[config.mk]
export PLATFORM = sky130hd
export DESIGN_NAME = beam_packet_checker_crc32_core_flat
export DESIGN_NICKNAME = d
export VERILOG_FILES = /design/src/rtl/core/bpc_pkg.sv /design/src/rtl/core/bpc_byte_if.sv /design/src/rtl/core/bpc_ack_if.sv /design/src/rtl/core/beam_packet_checker_crc32_core.sv /design/src/flat_wrapper.sv
export SDC_FILE = /design/constraint.sdc
export NUM_CORES = 1
export LEC_CHECK = 0
export BUFFER_PORTS_ARGS = -buffer_cell sky130_fd_sc_hd__buf_2
export CORE_UTILIZATION = 53
export CTS_BUF_LIST = sky130_fd_sc_hd__clkbuf_4 sky130_fd_sc_hd__clkbuf_8
export CTS_CLUSTER_DIAMETER = 80
export DETAILED_ROUTE_END_ITERATION = 10
export HOLD_SLACK_MARGIN = 0.08
export PLACE_DENSITY = 0.71
export SYNTH_ARGS = -nofsm -noshare
export SYNTH_HDL_FRONTEND = slang
export SYNTH_SLANG_ARGS = --single-unit
[constraint.sdc]
create_clock -name clk_i -period 7.1 [get_ports clk_i]
set_input_delay 1.42 -clock clk_i [delete_from_list [all_inputs] [get_ports clk_i]]
set_output_delay 1.42 -clock clk_i [all_outputs]
set_load 0.02 [all_outputs]
[src/rtl/core/bpc_pkg.sv]
// Shared types, constants and the CRC-32 byte step for the beam packet checker.
`timescale 1ns / 1ps

package bpc_pkg;

  localparam int unsigned MAX_PACKET_BYTES_DEF = 4096;

  localparam logic [31:0] CRC_POLY   = 32'hEDB8_8320;
  localparam logic [31:0] CRC_ONES   = 32'hFFFF_FFFF;
  localparam int unsigned HDR_BYTES  = 12;
  localparam int unsigned SKIP_BYTES = 4;
  localparam logic [15:0] NAK_VALUE  = 16'h00FF;
  localparam logic [15:0] BANK_RESET = 16'd1;

  // Header word slots (word 0 is the tag and is dropped)
  localparam int unsigned HDR_TYPE  = 1;
  localparam int unsigned HDR_LEN   = 2;
  localparam int unsigned HDR_TOTAL = 3;
  localparam int unsigned HDR_BANK  = 4;
  localparam int unsigned HDR_INDEX = 5;

  // APB register map
  localparam logic REG_EXPECTED_BANK = 1'b0;

  typedef enum logic [2:0] {
    ST_OK     = 3'd0,
    ST_LENGTH = 3'd1,
    ST_INDEX  = 3'd2,
    ST_BANK   = 3'd3,
    ST_CRC    = 3'd4
  } status_e;

  // Reflected CRC-32, one byte, LSB first
  function automatic logic [31:0] crc32_byte(logic [31:0] crc_in, logic [7:0] data);
    logic [31:0] c;
    c = crc_in ^ {24'd0, data};
    for (int k = 0; k < 8; k++) begin
      c = c[0] ? ((c >> 1) ^ CRC_POLY) : (c >> 1);
    end
    return c;
  endfunction

endpackage

[src/rtl/core/bpc_byte_if.sv]
// Byte channel: one packet byte per beat plus end-of-packet flag.
`timescale 1ns / 1ps

interface bpc_byte_if;
  logic       valid;
  logic       ready;
  logic [7:0] data_byte;
  logic       last_byte;

  modport source (output valid, output data_byte, output last_byte, input ready);
  modport sink   (input valid, input data_byte, input last_byte, output ready);
endinterface

[src/rtl/core/bpc_ack_if.sv]
// Ack channel: one result beat per packet.
`timescale 1ns / 1ps

interface bpc_ack_if;
  logic        valid;
  logic        ready;
  logic [2:0]  status;
  logic [15:0] frame_type;
  logic [15:0] ack_value;

  modport source (output valid, output status, output frame_type, output ack_value,
                  input ready);
  modport sink   (input valid, input status, input frame_type, input ack_value,
                  output ready);
endinterface

[src/rtl/core/beam_packet_checker_crc32_core.sv]
// Beam packet checker top level: header parse, CRC-32 over payload, one ack per packet.
// Path: a byte accepted into the input register is processed from there; the ack of a
//   packet is valid in the cycle after its last byte is processed.
// Throughput: one byte per cycle; the byte-wide CRC step and checks sit between
//   the input register and the ack register. Only a last byte waits on a stalled ack.
// Reset (rst_ni low, async): pipeline empty, CRCs all ones, expected_bank = 1.
`timescale 1ns / 1ps

module beam_packet_checker_crc32_core #(
  parameter int unsigned MAX_PACKET_BYTES = bpc_pkg::MAX_PACKET_BYTES_DEF
) (
  input  logic              clk_i,
  input  logic              rst_ni,
  bpc_byte_if.sink          byte_i,
  bpc_ack_if.source         ack_o,
  // APB configuration port
  input  logic              psel,
  input  logic              penable,
  input  logic              pwrite,
  input  logic [2:0]        paddr,
  input  logic [31:0]       pwdata,
  output logic [31:0]       prdata,
  output logic              pready
);

  import bpc_pkg::*;

  // Byte counter must hold the limit itself
  localparam int unsigned CW = $clog2(MAX_PACKET_BYTES + 1);
  localparam logic [CW-1:0] MAX_CNT = CW'(MAX_PACKET_BYTES);
  localparam logic [CW-1:0] HDR_CNT = CW'(HDR_BYTES);

  // ---------------------------------------------------------------------------
  // Configuration register
  // ---------------------------------------------------------------------------
  logic [15:0] exp_bank_q;
  logic        cfg_wr;

  assign pready = 1'b1;
  assign cfg_wr = psel && penable && pwrite && (paddr[2] == REG_EXPECTED_BANK);
  assign prdata = (paddr[2] == REG_EXPECTED_BANK) ? {16'd0, exp_bank_q} : 32'd0;

  always_ff @(posedge clk_i or negedge rst_ni) begin
    if (!rst_ni) begin
      exp_bank_q <= BANK_RESET;
    end else if (cfg_wr) begin
      exp_bank_q <= pwdata[15:0];
    end
  end

  // ---------------------------------------------------------------------------
  // Input register
  // ---------------------------------------------------------------------------
  logic       in_vld_q;
  logic [7:0] in_byte_q;
  logic       in_last_q;
  logic       out_vld_q;
  logic       out_free;
  logic       proc;      // byte in the input register is consumed this cycle
  logic       in_take;

  // Ack register is free if empty or being drained
  assign out_free = !out_vld_q || ack_o.ready;
  // Non-last bytes never wait on the ack side
  assign proc     = in_vld_q && (!in_last_q || out_free);
  assign byte_i.ready = !in_vld_q || proc;
  assign in_take  = byte_i.valid && byte_i.ready;

  always_ff @(posedge clk_i or negedge rst_ni) begin
    if (!rst_ni) begin
      in_vld_q <= 1'b0;
    end else if (byte_i.ready) begin
      in_vld_q <= byte_i.valid;
    end
  end

  always_ff @(posedge clk_i) begin
    if (in_take) begin
      in_byte_q <= byte_i.data_byte;
      in_last_q <= byte_i.last_byte;
    end
  end

  // ---------------------------------------------------------------------------
  // Packet state
  // ---------------------------------------------------------------------------
  logic [CW-1:0] cnt_q, cnt_n;
  logic [15:0]   hdr_q [HDR_TYPE:HDR_INDEX];
  logic [15:0]   hdr_n [HDR_TYPE:HDR_INDEX];
  logic          too_long_q, too_long_n;
  logic [31:0]   work_crc_q, work_crc_n;
  logic [31:0]   beam_crc_q, beam_crc_n;
  logic [31:0]   tail_q, tail_n;

  logic          over;
  logic [17:0]   pos_w, end_w, start_w;
  logic [31:0]   crc_base;
  logic [CW-2:0] half;
  logic [31:0]   rx_crc;
  status_e       status;

  always_comb begin
    over       = (cnt_q >= MAX_CNT);
    too_long_n = too_long_q | over;
    cnt_n      = cnt_q;
    hdr_n      = hdr_q;
    work_crc_n = work_crc_q;
    tail_n     = tail_q;
    crc_base   = work_crc_q;
    pos_w      = 18'(cnt_q);
    // Payload window uses the header as it stood before this byte
    end_w      = 18'(HDR_BYTES) + {1'b0, hdr_q[HDR_LEN], 1'b0};
    start_w    = (hdr_q[HDR_INDEX] == 16'd1) ? 18'(HDR_BYTES) : 18'(HDR_BYTES + SKIP_BYTES);

    if (!over) begin
      // Header bytes land in their word lane, little endian
      for (int w = HDR_TYPE; w <= HDR_INDEX; w++) begin
        if (cnt_q < HDR_CNT && 32'(cnt_q[3:1]) == w) begin
          if (cnt_q[0]) begin
            hdr_n[w][15:8] = in_byte_q;
          end else begin
            hdr_n[w][7:0] = in_byte_q;
          end
        end
      end
      // First payload byte seeds the CRC: fresh on pack 1, else continue the beam
      if (cnt_q == HDR_CNT) begin
        crc_base = (hdr_q[HDR_INDEX] == 16'd1) ? CRC_ONES : beam_crc_q;
      end
      work_crc_n = crc_base;
      if (pos_w >= start_w && pos_w < end_w) begin
        work_crc_n = crc32_byte(crc_base, in_byte_q);
      end
      tail_n = {tail_q[23:0], in_byte_q};
      cnt_n  = cnt_q + CW'(1);
    end

    // End-of-packet checks
    half   = cnt_n[CW-1:1];
    rx_crc = {tail_n[23:16], tail_n[31:24], tail_n[7:0], tail_n[15:8]};
    beam_crc_n = beam_crc_q;

    priority if (too_long_n || half < (CW-1)'(HDR_BYTES) ||
                 17'(hdr_n[HDR_LEN]) + 17'(HDR_BYTES) != 17'(half)) begin
      status = ST_LENGTH;
    end else if (hdr_n[HDR_INDEX] == 16'd0 || hdr_n[HDR_INDEX] > hdr_n[HDR_TOTAL]) begin
      status = ST_INDEX;
    end else if (hdr_n[HDR_BANK] != exp_bank_q) begin
      status = ST_BANK;
    end else if (hdr_n[HDR_INDEX] == hdr_n[HDR_TOTAL]) begin
      // Last pack of the beam: final inversion, compare against the trailer
      if (in_last_q) begin
        work_crc_n = work_crc_n ^ CRC_ONES;
      end
      status = (rx_crc == work_crc_n) ? ST_OK : ST_CRC;
    end else begin
      status = ST_OK;
    end

    if (in_last_q && status == ST_OK) begin
      beam_crc_n = work_crc_n;
    end
  end

  always_ff @(posedge clk_i or negedge rst_ni) begin
    if (!rst_ni) begin
      cnt_q      <= '0;
      too_long_q <= 1'b0;
      work_crc_q <= CRC_ONES;
      beam_crc_q <= CRC_ONES;
      tail_q     <= '0;
      for (int w = HDR_TYPE; w <= HDR_INDEX; w++) begin
        hdr_q[w] <= '0;
      end
    end else if (proc) begin
      work_crc_q <= work_crc_n;
      beam_crc_q <= beam_crc_n;
      tail_q     <= tail_n;
      if (in_last_q) begin
        // Packet done: drop the header and count
        cnt_q      <= '0;
        too_long_q <= 1'b0;
        for (int w = HDR_TYPE; w <= HDR_INDEX; w++) begin
          hdr_q[w] <= '0;
        end
      end else begin
        cnt_q      <= cnt_n;
        too_long_q <= too_long_n;
        hdr_q      <= hdr_n;
      end
    end
  end

  // ---------------------------------------------------------------------------
  // Ack register
  // ---------------------------------------------------------------------------
  logic [2:0]  out_status_q;
  logic [15:0] out_type_q;
  logic [15:0] out_ack_q;
  logic        ack_load;

  assign ack_load = proc && in_last_q;

  always_ff @(posedge clk_i or negedge rst_ni) begin
    if (!rst_ni) begin
      out_vld_q <= 1'b0;
    end else if (out_free) begin
      out_vld_q <= ack_load;
    end
  end

  always_ff @(posedge clk_i) begin
    if (ack_load) begin
      out_status_q <= status;
      out_type_q   <= hdr_n[HDR_TYPE];
      out_ack_q    <= (status == ST_OK) ? hdr_n[HDR_INDEX] : NAK_VALUE;
    end
  end

  assign ack_o.valid      = out_vld_q;
  assign ack_o.status     = out_status_q;
  assign ack_o.frame_type = out_type_q;
  assign ack_o.ack_value  = out_ack_q;

  // ---------------------------------------------------------------------------
  // Assertions
  // ---------------------------------------------------------------------------
  a_stall_only_on_last: assert property (@(posedge clk_i) disable iff (!rst_ni)
    !byte_i.ready |-> (in_vld_q && in_last_q && out_vld_q && !ack_o.ready))
    else $error("input stalled without a blocked last beat");

  a_cnt_bound: assert property (@(posedge clk_i) disable iff (!rst_ni)
    cnt_q <= MAX_CNT)
    else $error("byte counter past packet limit");

  a_ack_follows_last: assert property (@(posedge clk_i) disable iff (!rst_ni)
    ack_load |=> ack_o.valid)
    else $error("last beat processed but no ack beat");

  a_nak_value: assert property (@(posedge clk_i) disable iff (!rst_ni)
    (ack_o.valid && ack_o.status != ST_OK) |-> (ack_o.ack_value == NAK_VALUE))
    else $error("failed packet ack without NAK value");

  a_cnt_clear: assert property (@(posedge clk_i) disable iff (!rst_ni)
    ack_load |=> (cnt_q == '0 && !too_long_q))
    else $error("packet state not cleared at packet end");

endmodule

[src/flat_wrapper.sv]
// flat-port wrapper written by rule: the top's interface ports become plain ports
module beam_packet_checker_crc32_core_flat import bpc_pkg::*;
#(
  parameter int unsigned MAX_PACKET_BYTES = bpc_pkg::MAX_PACKET_BYTES_DEF
)
  (clk_i, rst_ni, psel, penable, pwrite, paddr, pwdata, prdata, pready, byte_i_valid, byte_i_data_byte, byte_i_last_byte, byte_i_ready, ack_o_valid, ack_o_status, ack_o_frame_type, ack_o_ack_value, ack_o_ready);
  bpc_byte_if byte_i_i ();
  bpc_ack_if ack_o_i ();
  input  logic clk_i;
  input  logic rst_ni;
  input  logic psel;
  input  logic penable;
  input  logic pwrite;
  input  logic [2:0] paddr;
  input  logic [31:0] pwdata;
  output logic [31:0] prdata;
  output logic pready;
  input wire logic [$bits(byte_i_i.valid)-1:0] byte_i_valid;
  input wire logic [$bits(byte_i_i.data_byte)-1:0] byte_i_data_byte;
  input wire logic [$bits(byte_i_i.last_byte)-1:0] byte_i_last_byte;
  output wire logic [$bits(byte_i_i.ready)-1:0] byte_i_ready;
  output wire logic [$bits(ack_o_i.valid)-1:0] ack_o_valid;
  output wire logic [$bits(ack_o_i.status)-1:0] ack_o_status;
  output wire logic [$bits(ack_o_i.frame_type)-1:0] ack_o_frame_type;
  output wire logic [$bits(ack_o_i.ack_value)-1:0] ack_o_ack_value;
  input wire logic [$bits(ack_o_i.ready)-1:0] ack_o_ready;
  assign byte_i_i.valid = byte_i_valid;
  assign byte_i_i.data_byte = byte_i_data_byte;
  assign byte_i_i.last_byte = byte_i_last_byte;
  assign byte_i_ready = byte_i_i.ready;
  assign ack_o_valid = ack_o_i.valid;
  assign ack_o_status = ack_o_i.status;
  assign ack_o_frame_type = ack_o_i.frame_type;
  assign ack_o_ack_value = ack_o_i.ack_value;
  assign ack_o_i.ready = ack_o_ready;
  beam_packet_checker_crc32_core #(.MAX_PACKET_BYTES(MAX_PACKET_BYTES)) u_core (.clk_i(clk_i), .rst_ni(rst_ni), .byte_i(byte_i_i), .ack_o(ack_o_i), .psel(psel), .penable(penable), .pwrite(pwrite), .paddr(paddr), .pwdata(pwdata), .prdata(prdata), .pready(pready));
endmodule
* Word level (Yosys, flattened, before mapping)
Cells that the tools add are included.
Cells by class: $add $sub $neg 3, $mul 0, divide/modulo/power cells 0, magnitude comparators 6, equal/unequal tests 12, shifts and indexed selects 0, multiplexer cells 50, bitwise operators 12, reduce and logical (&&, ||, !) cells 26
Operators by type and width (number):
- $mux W32 | 23
- $mux W80 | 2
- $not A13 Y14 | 8
- $mux W16 | 6
- $mux W8 | 10
- $eq A32 B32 Y1 | 1
- $not A32 Y32 | 1
- $xor A32 B8 Y32 | 1
- $mux W13 | 2
- $add A4 B17 Y18 const A | 1
- $ge A13 B18 Y1 | 1
- $lt A13 B18 Y1 | 1
- $add A16 B4 Y17 const B | 1
- $ne A17 B12 Y1 | 1
- $eq A16 B1 Y1 const B | 1
- $eq A16 B16 Y1 | 1
- $gt A16 B16 Y1 | 1
- $logic_not A16 Y1 | 1
- $ne A16 B16 Y1 | 1
- $mux W3 | 5
- $add A13 B1 Y13 const B | 1
- $eq A13 B4 Y1 const B | 1
- $ge A13 B13 Y1 const B | 1
- $logic_and A1 B1 Y1 | 13
- other kinds (14) | 24
Storage, ports and cells: register bits 252, latch bits 0, RAM bits 0, ROM bits 0, input port bits 51, output and inout bits 70, word-level logic and storage cells 128, memories kept 0

* Logic depth before layout (Yosys ltp)
word-level depth 38, depth in mapped cells 24, mapped depth without buffers 20

* Worst setup path after synthesis
OpenSTA, ideal clock, no wires.
kind register -> register, start point register u_core.cnt_q[6], end point register u_core.beam_crc_q[5], setup time 0.085 ns, arrival 5.269 ns, required time 7.015 ns, slack 1.746 ns, stages on the path, launching flop included 25, path buffers 4, period minus slack after synthesis 5.354 ns, path through dfrtp_1 clkbuf_1 or4_4 nor3_1 clkbuf_1 and3_1 nand2_1 clkbuf_1 mux2_2 ha_1 nor2b_1 o21a_1 o21a_1 o21a_1 o21a_1 o21ai_0 nand2b_1 a21oi_1 nor3_1 a2111oi_0 o21a_1 nand3_1 a21oi_4 buf_6 mux2_1
RTL lines:
- from (decl) | line beam_packet_checker_crc32_core.sv:87 | logic [CW-1:0] cnt_q, cnt_n;
- from (signal assigned) | line beam_packet_checker_crc32_core.sv:187 | cnt_q <= cnt_n;
- to (signal assigned) | line beam_packet_checker_crc32_core.sv:177 | beam_crc_q <= beam_crc_n;
- to (decl) | line beam_packet_checker_crc32_core.sv:92 | logic [31:0] beam_crc_q, beam_crc_n;

* Worst setup path in the final report
start point register u_core.hdr_q[7] (netlist bit), end point register u_core.out_ack_q[1], in the netlist u_core.ack_o.ack_value[1], data pin
Between the ends: word-level cells in the longest chain between the ends 34, elaborated cells on any way between the ends 46, those cells by class order compare (2); eq/ne (3); mux (27); bitwise (10); reduce/logical (4)
RTL lines:
- from (decl) | line beam_packet_checker_crc32_core.sv:88 | logic [15:0] hdr_q [HDR_TYPE:HDR_INDEX];
- from (signal assigned) | line beam_packet_checker_crc32_core.sv:189 | hdr_q <= hdr_n;
- $eq A16 B1 Y1 | line beam_packet_checker_crc32_core.sv:113, beam_packet_checker_crc32_core.sv:128
- $mux W32 | line beam_packet_checker_crc32_core.sv:128 | crc_base = (hdr_q[HDR_INDEX] == 16'd1) ? CRC_ONES : beam_crc_q;
- $mux W32 | line beam_packet_checker_crc32_core.sv:127 | if (cnt_q == HDR_CNT) begin
- $mux W32 | line beam_packet_checker_crc32_core.sv:115 | if (!over) begin
- $xor A32 B8 Y32 | line bpc_pkg.sv:36 | c = crc_in ^ {24'd0, data};
- $not A13 Y14 (no line)
- $mux W32 | line bpc_pkg.sv:38 | c = c[0] ? ((c >> 1) ^ CRC_POLY) : (c >> 1);
- $mux W32 or $not A13 Y14 (tied branches)
- [18 not listed]
- $mux W32 | line beam_packet_checker_crc32_core.sv:143 | priority if (too_long_n || half < (CW-1)'(HDR_BYTES) ||
- $eq A32 B32 Y1 | line beam_packet_checker_crc32_core.sv:155 | status = (rx_crc == work_crc_n) ? ST_OK : ST_CRC;
- $mux W3 | line beam_packet_checker_crc32_core.sv:155
- $mux W3 | line beam_packet_checker_crc32_core.sv:150 | end else if (hdr_n[HDR_INDEX] == hdr_n[HDR_TOTAL]) begin
- $mux W3 | line beam_packet_checker_crc32_core.sv:148 | end else if (hdr_n[HDR_BANK] != exp_bank_q) begin
- $mux W3 * | line beam_packet_checker_crc32_core.sv:146 | end else if (hdr_n[HDR_INDEX] == 16'd0 || hdr_n[HDR_INDEX] > hdr_n[HDR_TOTAL]) begin
- $mux W3 * | line beam_packet_checker_crc32_core.sv:143
- $logic_not A3 Y1 * | line beam_packet_checker_crc32_core.sv:216 | out_ack_q <= (status == ST_OK) ? hdr_n[HDR_INDEX] : NAK_VALUE;
- to (signal assigned) | line beam_packet_checker_crc32_core.sv:216
- to (decl) | line beam_packet_checker_crc32_core.sv:199 | logic [15:0] out_ack_q;
Every way passes the cells marked *; elsewhere a longest branch is shown, timed or not. The select of a mux whose other input is x is not followed. A chain may end at the register's enable or synchronous reset.

==> results.py <==
metrics = {
    "run_status": {
        "run_status": "complete, no violations",
    },
    "global_route": {
        "global_route.overflow_total": 0,
        "grtUsageTotal": 0.2839,
        "grt_start_max_net_pins": 178,
        "wire_length_of_the_first_global_routing_pass_um": 72620,
        "first_global_vias": 12860,
        "antenna_violations_before_repair": 1,
    },
    "place": {
        "dpl-instance-area_mm2": 0.01751,
        "gp_routability_congestion": 0.9213,
        "placed_wire_length_estimate_um": 30930,
        "place.port_buffers": 85,
        "dp.cells": 2099,
    },
    "power": {
        "static-leakage-power_uw": 0.007887,
        "p_seq_frac": 0.323,
        "pwr-share-comb": 0.453,
        "power_share_of_the_clock_group": 0.224,
        "power.share.switching": 0.3818,
        "internal-power_uw": 3863,
        "cellPowerDensity_mw_per_mm2": 339.0,
        "ir_worst_vdd_mv": 0.1915,
        "p_switching_uw": 2386,
    },
    "setup_path": {
        "slowest_delay_ps": 660,
        "critPathLaunchType": "flip-flop",
        "path_common_cell": "sky130_fd_sc_hd__nand2_1",
        "critical_path_arrival_ps": 6590,
        "critical_path.cell_chain": "nor4_1, and2b_1, nand3_1, inv_2, ha_1, nand2_1, nand2_1, a21oi_1, o21ai_1, and2_1, a31oi_1, xnor2_1, a211o_1, o21ai_0, nand4_1, or4b_4, a21o_1, or2_2",
        "critical_path.slowest_cell": "sky130_fd_sc_hd__or4b_4",
        "timing.critical_path.required_ps": 7420,
        "end_kind": "flip-flop",
        "timing_worst_setup_path_type": "flip-flop to flip-flop",
        "crit_fanout": 18,
    },
    "yosys": {
        "synth-seq-area-share": 0.3935,
        "synth-warning-count": 0,
        "ys_seq_elements": 252,
        "yosys.area.top_type": "sky130_fd_sc_hd__dfrtp_1",
        "commonest_cells_in_the_synthesized_netlist": "162 x sky130_fd_sc_hd__nand2_1, 143 x sky130_fd_sc_hd__dfrtp_1, 135 x sky130_fd_sc_hd__xnor2_1",
        "synth_adder_area_share": 0.02533,
        "compound_gate_portion_of_the_synthesized_area": 0.1518,
        "synthDistinctLibCells": 95,
        "syn_area_mm2": 0.01679,
        "post_synth_mux_area_share": 0.1049,
        "asyncSetResetFlopFracSynth": 0.8254,
        "synth_top_area_frac": 0.2131,
        "synth_edf_count": 44,
        "syn_avg_cell_area_um2": 9.890,
        "library_cell_with_the_highest_instance_count_after_synthesis": "sky130_fd_sc_hd__nand2_1",
        "synth_ff_type": "sky130_fd_sc_hd__dfrtp_1",
        "post_synthesis_xor_xnor_area_fraction": 0.1477,
        "ys_top_cells_by_area": "sky130_fd_sc_hd__dfrtp_1 21%, sky130_fd_sc_hd__dfstp_2 10%, sky130_fd_sc_hd__edfxtp_1 7.9%",
        "synth_top_family_by_area": "compound AO/OA/AOI/OAI gates",
        "synthesized_area_fraction_occupied_by_and_or_nand_nor_cells": 0.1311,
        "synthCells": 1698,
    },
    "clock_tree": {
        "hold_fix_buffer_count_after_cts": 0,
        "tritoncts": "built",
        "clock-sinks": 252,
        "maximum_level_of_the_cts_h_tree": 2,
        "clk_path_buf_depth": 3,
        "insertion_delay_ps": 580,
        "cts_post_setup_buffers_inserted": 0,
        "postCtsResizedCells": 0,
        "cts_root_buf": "sky130_fd_sc_hd__clkbuf_8",
        "reg_clk_slew_reported_paths_ps": 60,
        "tritoncts.num_buffers": 45,
    },
    "die": {
        "chipWidth_um": 180.0,
        "floorplan.die.height_um": 180.0,
        "io_pins": 121,
        "die_ar_mm2": 0.03240,
        "initial_utilization": 0.5433,
        "placement_rows": 64,
        "fp.coreArea_mm2": 0.03091,
    },
    "timing": {
        "finalHoldViolCount": 0,
        "worst_slew_margin_rel": 0.2131,
        "setup_tns_ps": 0,
        "rsz_0062_raised_after_global_routing": "false",
        "setup_violations": 0,
        "clock_skew_after_layout_ps": 32.35,
        "maxClockFrequency_mhz": 159.4,
        "tightest_slew_ps": 1179,
        "period_minus_slack_ps": 6272,
        "timing.final.max_slew_violations": 0,
        "layout_worst_path_cycle_share": 0.8834,
    },
    "routing": {
        "post-route-drc-count": 0,
        "via_count": 13240,
        "detail_route.wirelength_um": 45600,
        "post_drt_via_cell_ratio": 6.065,
        "postRouteAntennaNets": 0,
        "initialDrtViolationCount": 1084,
        "avgRoutedWirePerCell_um": 20.89,
        "first_pass_iters": 6,
    },
    "cells_and_area": {
        "finalNonFillerCells": 2183,
        "final_area_mm2": 0.01843,
        "syn2layout_area_growth_pct": 9.767,
        "num-nets-final": 1835,
        "fin_util": 0.5964,
        "drive_above_1_share": 0.2182,
        "diodes": 0,
        "fillerInstances": 2630,
    },
    "run": {
        "cap_violations": 0,
    },
    "worst_hold_path": {
        "min-delay-path-class": "flip-flop to flip-flop",
    },
}
[layout by cell type (no fill, tap or decap), types with 42 or more instances in the layout]
master,n
sky130_fd_sc_hd__mux2_2,65
sky130_fd_sc_hd__dfrtp_1,142
sky130_fd_sc_hd__xnor2_1,135
sky130_fd_sc_hd__dfstp_2,65
sky130_fd_sc_hd__buf_2,84
sky130_fd_sc_hd__edfxtp_1,44
sky130_fd_sc_hd__xor2_1,81
sky130_fd_sc_hd__nor2_1,86
sky130_fd_sc_hd__nand2_1,159
sky130_fd_sc_hd__o21ai_0,132
sky130_fd_sc_hd__inv_1,42
sky130_fd_sc_hd__mux2i_1,80
sky130_fd_sc_hd__a21oi_1,66
sky130_fd_sc_hd__clkbuf_8,51
[power groups by stage]
| stage | Sequential (µW) | Clock (µW) | Combinational [µW] |
|---|---|---|---|
| floorplan | 1970 | 0 | 2210 |
| global placement | 2020 | 0 | 2740 |
| detailed placement | 2040 | 0 | 2790 |
| CTS | 2010 | 1420 | 2810 |
| global route | 2050 | 1490 | 3050 |
| finish | 2020 | 1400 | 2830 |
[layout make-up]
type | count | area, µm² | area share
Timing Repair Buffer | 122 | 737.0 | 0.03998
Multi-Input combinational cell | 1285 | 9503 | 0.5155
Sequential cell | 252 | 6609 | 0.3585
Clock buffer | 67 | 815.8 | 0.04425
Clock inverter | 17 | 108.9 | 0.005905
Inverter | 44 | 165.2 | 0.008959
Tap cell | 396 | 495.5 | 0.02688
[per-stage QoR]
step           setup WS [ps]  hold slack [ps]  power (µW)
2_1_floorplan           1746            435.6        4176
3_3_place_gp            1105            445.2        4760
3_5_place_dp            1014            445.0        4821
4_1_cts                 1010            454.0        6246
5_1_grt                655.7            475.1        6595
6_report               828.2            453.8        6248
[sequential cells by signal (all words and copies together), names as in the netlist]
| signal | flops |
|---|---|
| u_core.ack_o.ack_value | 16 |
| u_core.ack_o.frame_type | 16 |
| u_core.ack_o.status | 3 |
| u_core.ack_o.valid | 1 |
| u_core.beam_crc_q | 32 |
| u_core.cnt_q | 13 |
| u_core.exp_bank_q | 16 |
| u_core.hdr_q | 80 |
| u_core.in_byte_q | 8 |
| u_core.in_last_q | 1 |
| u_core.in_vld_q | 1 |
| u_core.tail_q | 32 |
| u_core.too_long_q | 1 |
| u_core.work_crc_q | 32 |
[critical path: cells and delay by family (launching register included)]
| kind | cells | cell delay [ps] |
|---|---|---|
| compound gates | 6 | 1840 |
| simple gates | 9 | 3090 |
| xor+xnor | 1 | 230 |
| flops | 1 | 400 |
| buf+inv | 1 | 300 |
| fa+ha+maj | 1 | 160 |
[final timing paths]
path	slack, ps	to	start	cells past startpoint
worst min register to register	450	u_core.work_crc_q[1]$_DFFE_PN1P_	u_core.work_crc_q[1]$_DFFE_PN1P_	2
max in group asynchronous	4910	u_core.cnt_q[12]$_DFFE_PN0P_	rst_ni	2
min in group asynchronous	750	u_core.hdr_q[51]$_DFFE_PN0P_	rst_ni	1
worst max-delay path	830	u_core.ack_o.ack_value[1]$_SDFFCE_PP1P_	u_core.hdr_q[7]$_DFFE_PN0P_	18
worst max register to register	830	u_core.ack_o.ack_value[1]$_SDFFCE_PP1P_	u_core.hdr_q[7]$_DFFE_PN0P_	18
worst min-delay path	450	u_core.work_crc_q[1]$_DFFE_PN1P_	u_core.work_crc_q[1]$_DFFE_PN1P_	2
[per-layer routing]
layer	up-vias	track usage	wire (µm)
met5	-	0	0
met4	0	0.1048	1518
met3	105	0.04011	3202
met2	529	0.4478	20950
met1	6479	0.3981	19930
li1	6126	-	-
[kinds of logic (layout without fill, tap and decap cells)]
logic type | Yosys count | after routing
XOR/XNOR | 243 | 243
multiplexers | 162 | 162
other | 2 | 17
AO/OA/AOI/OAI | 385 | 385
adder cells (fa/ha/maj) | 34 | 34
buffers and inverters | 176 | 250
flip-flops | 252 | 252
AND/OR/NAND/NOR | 444 | 444
Power figures use the tool's default switching activity.
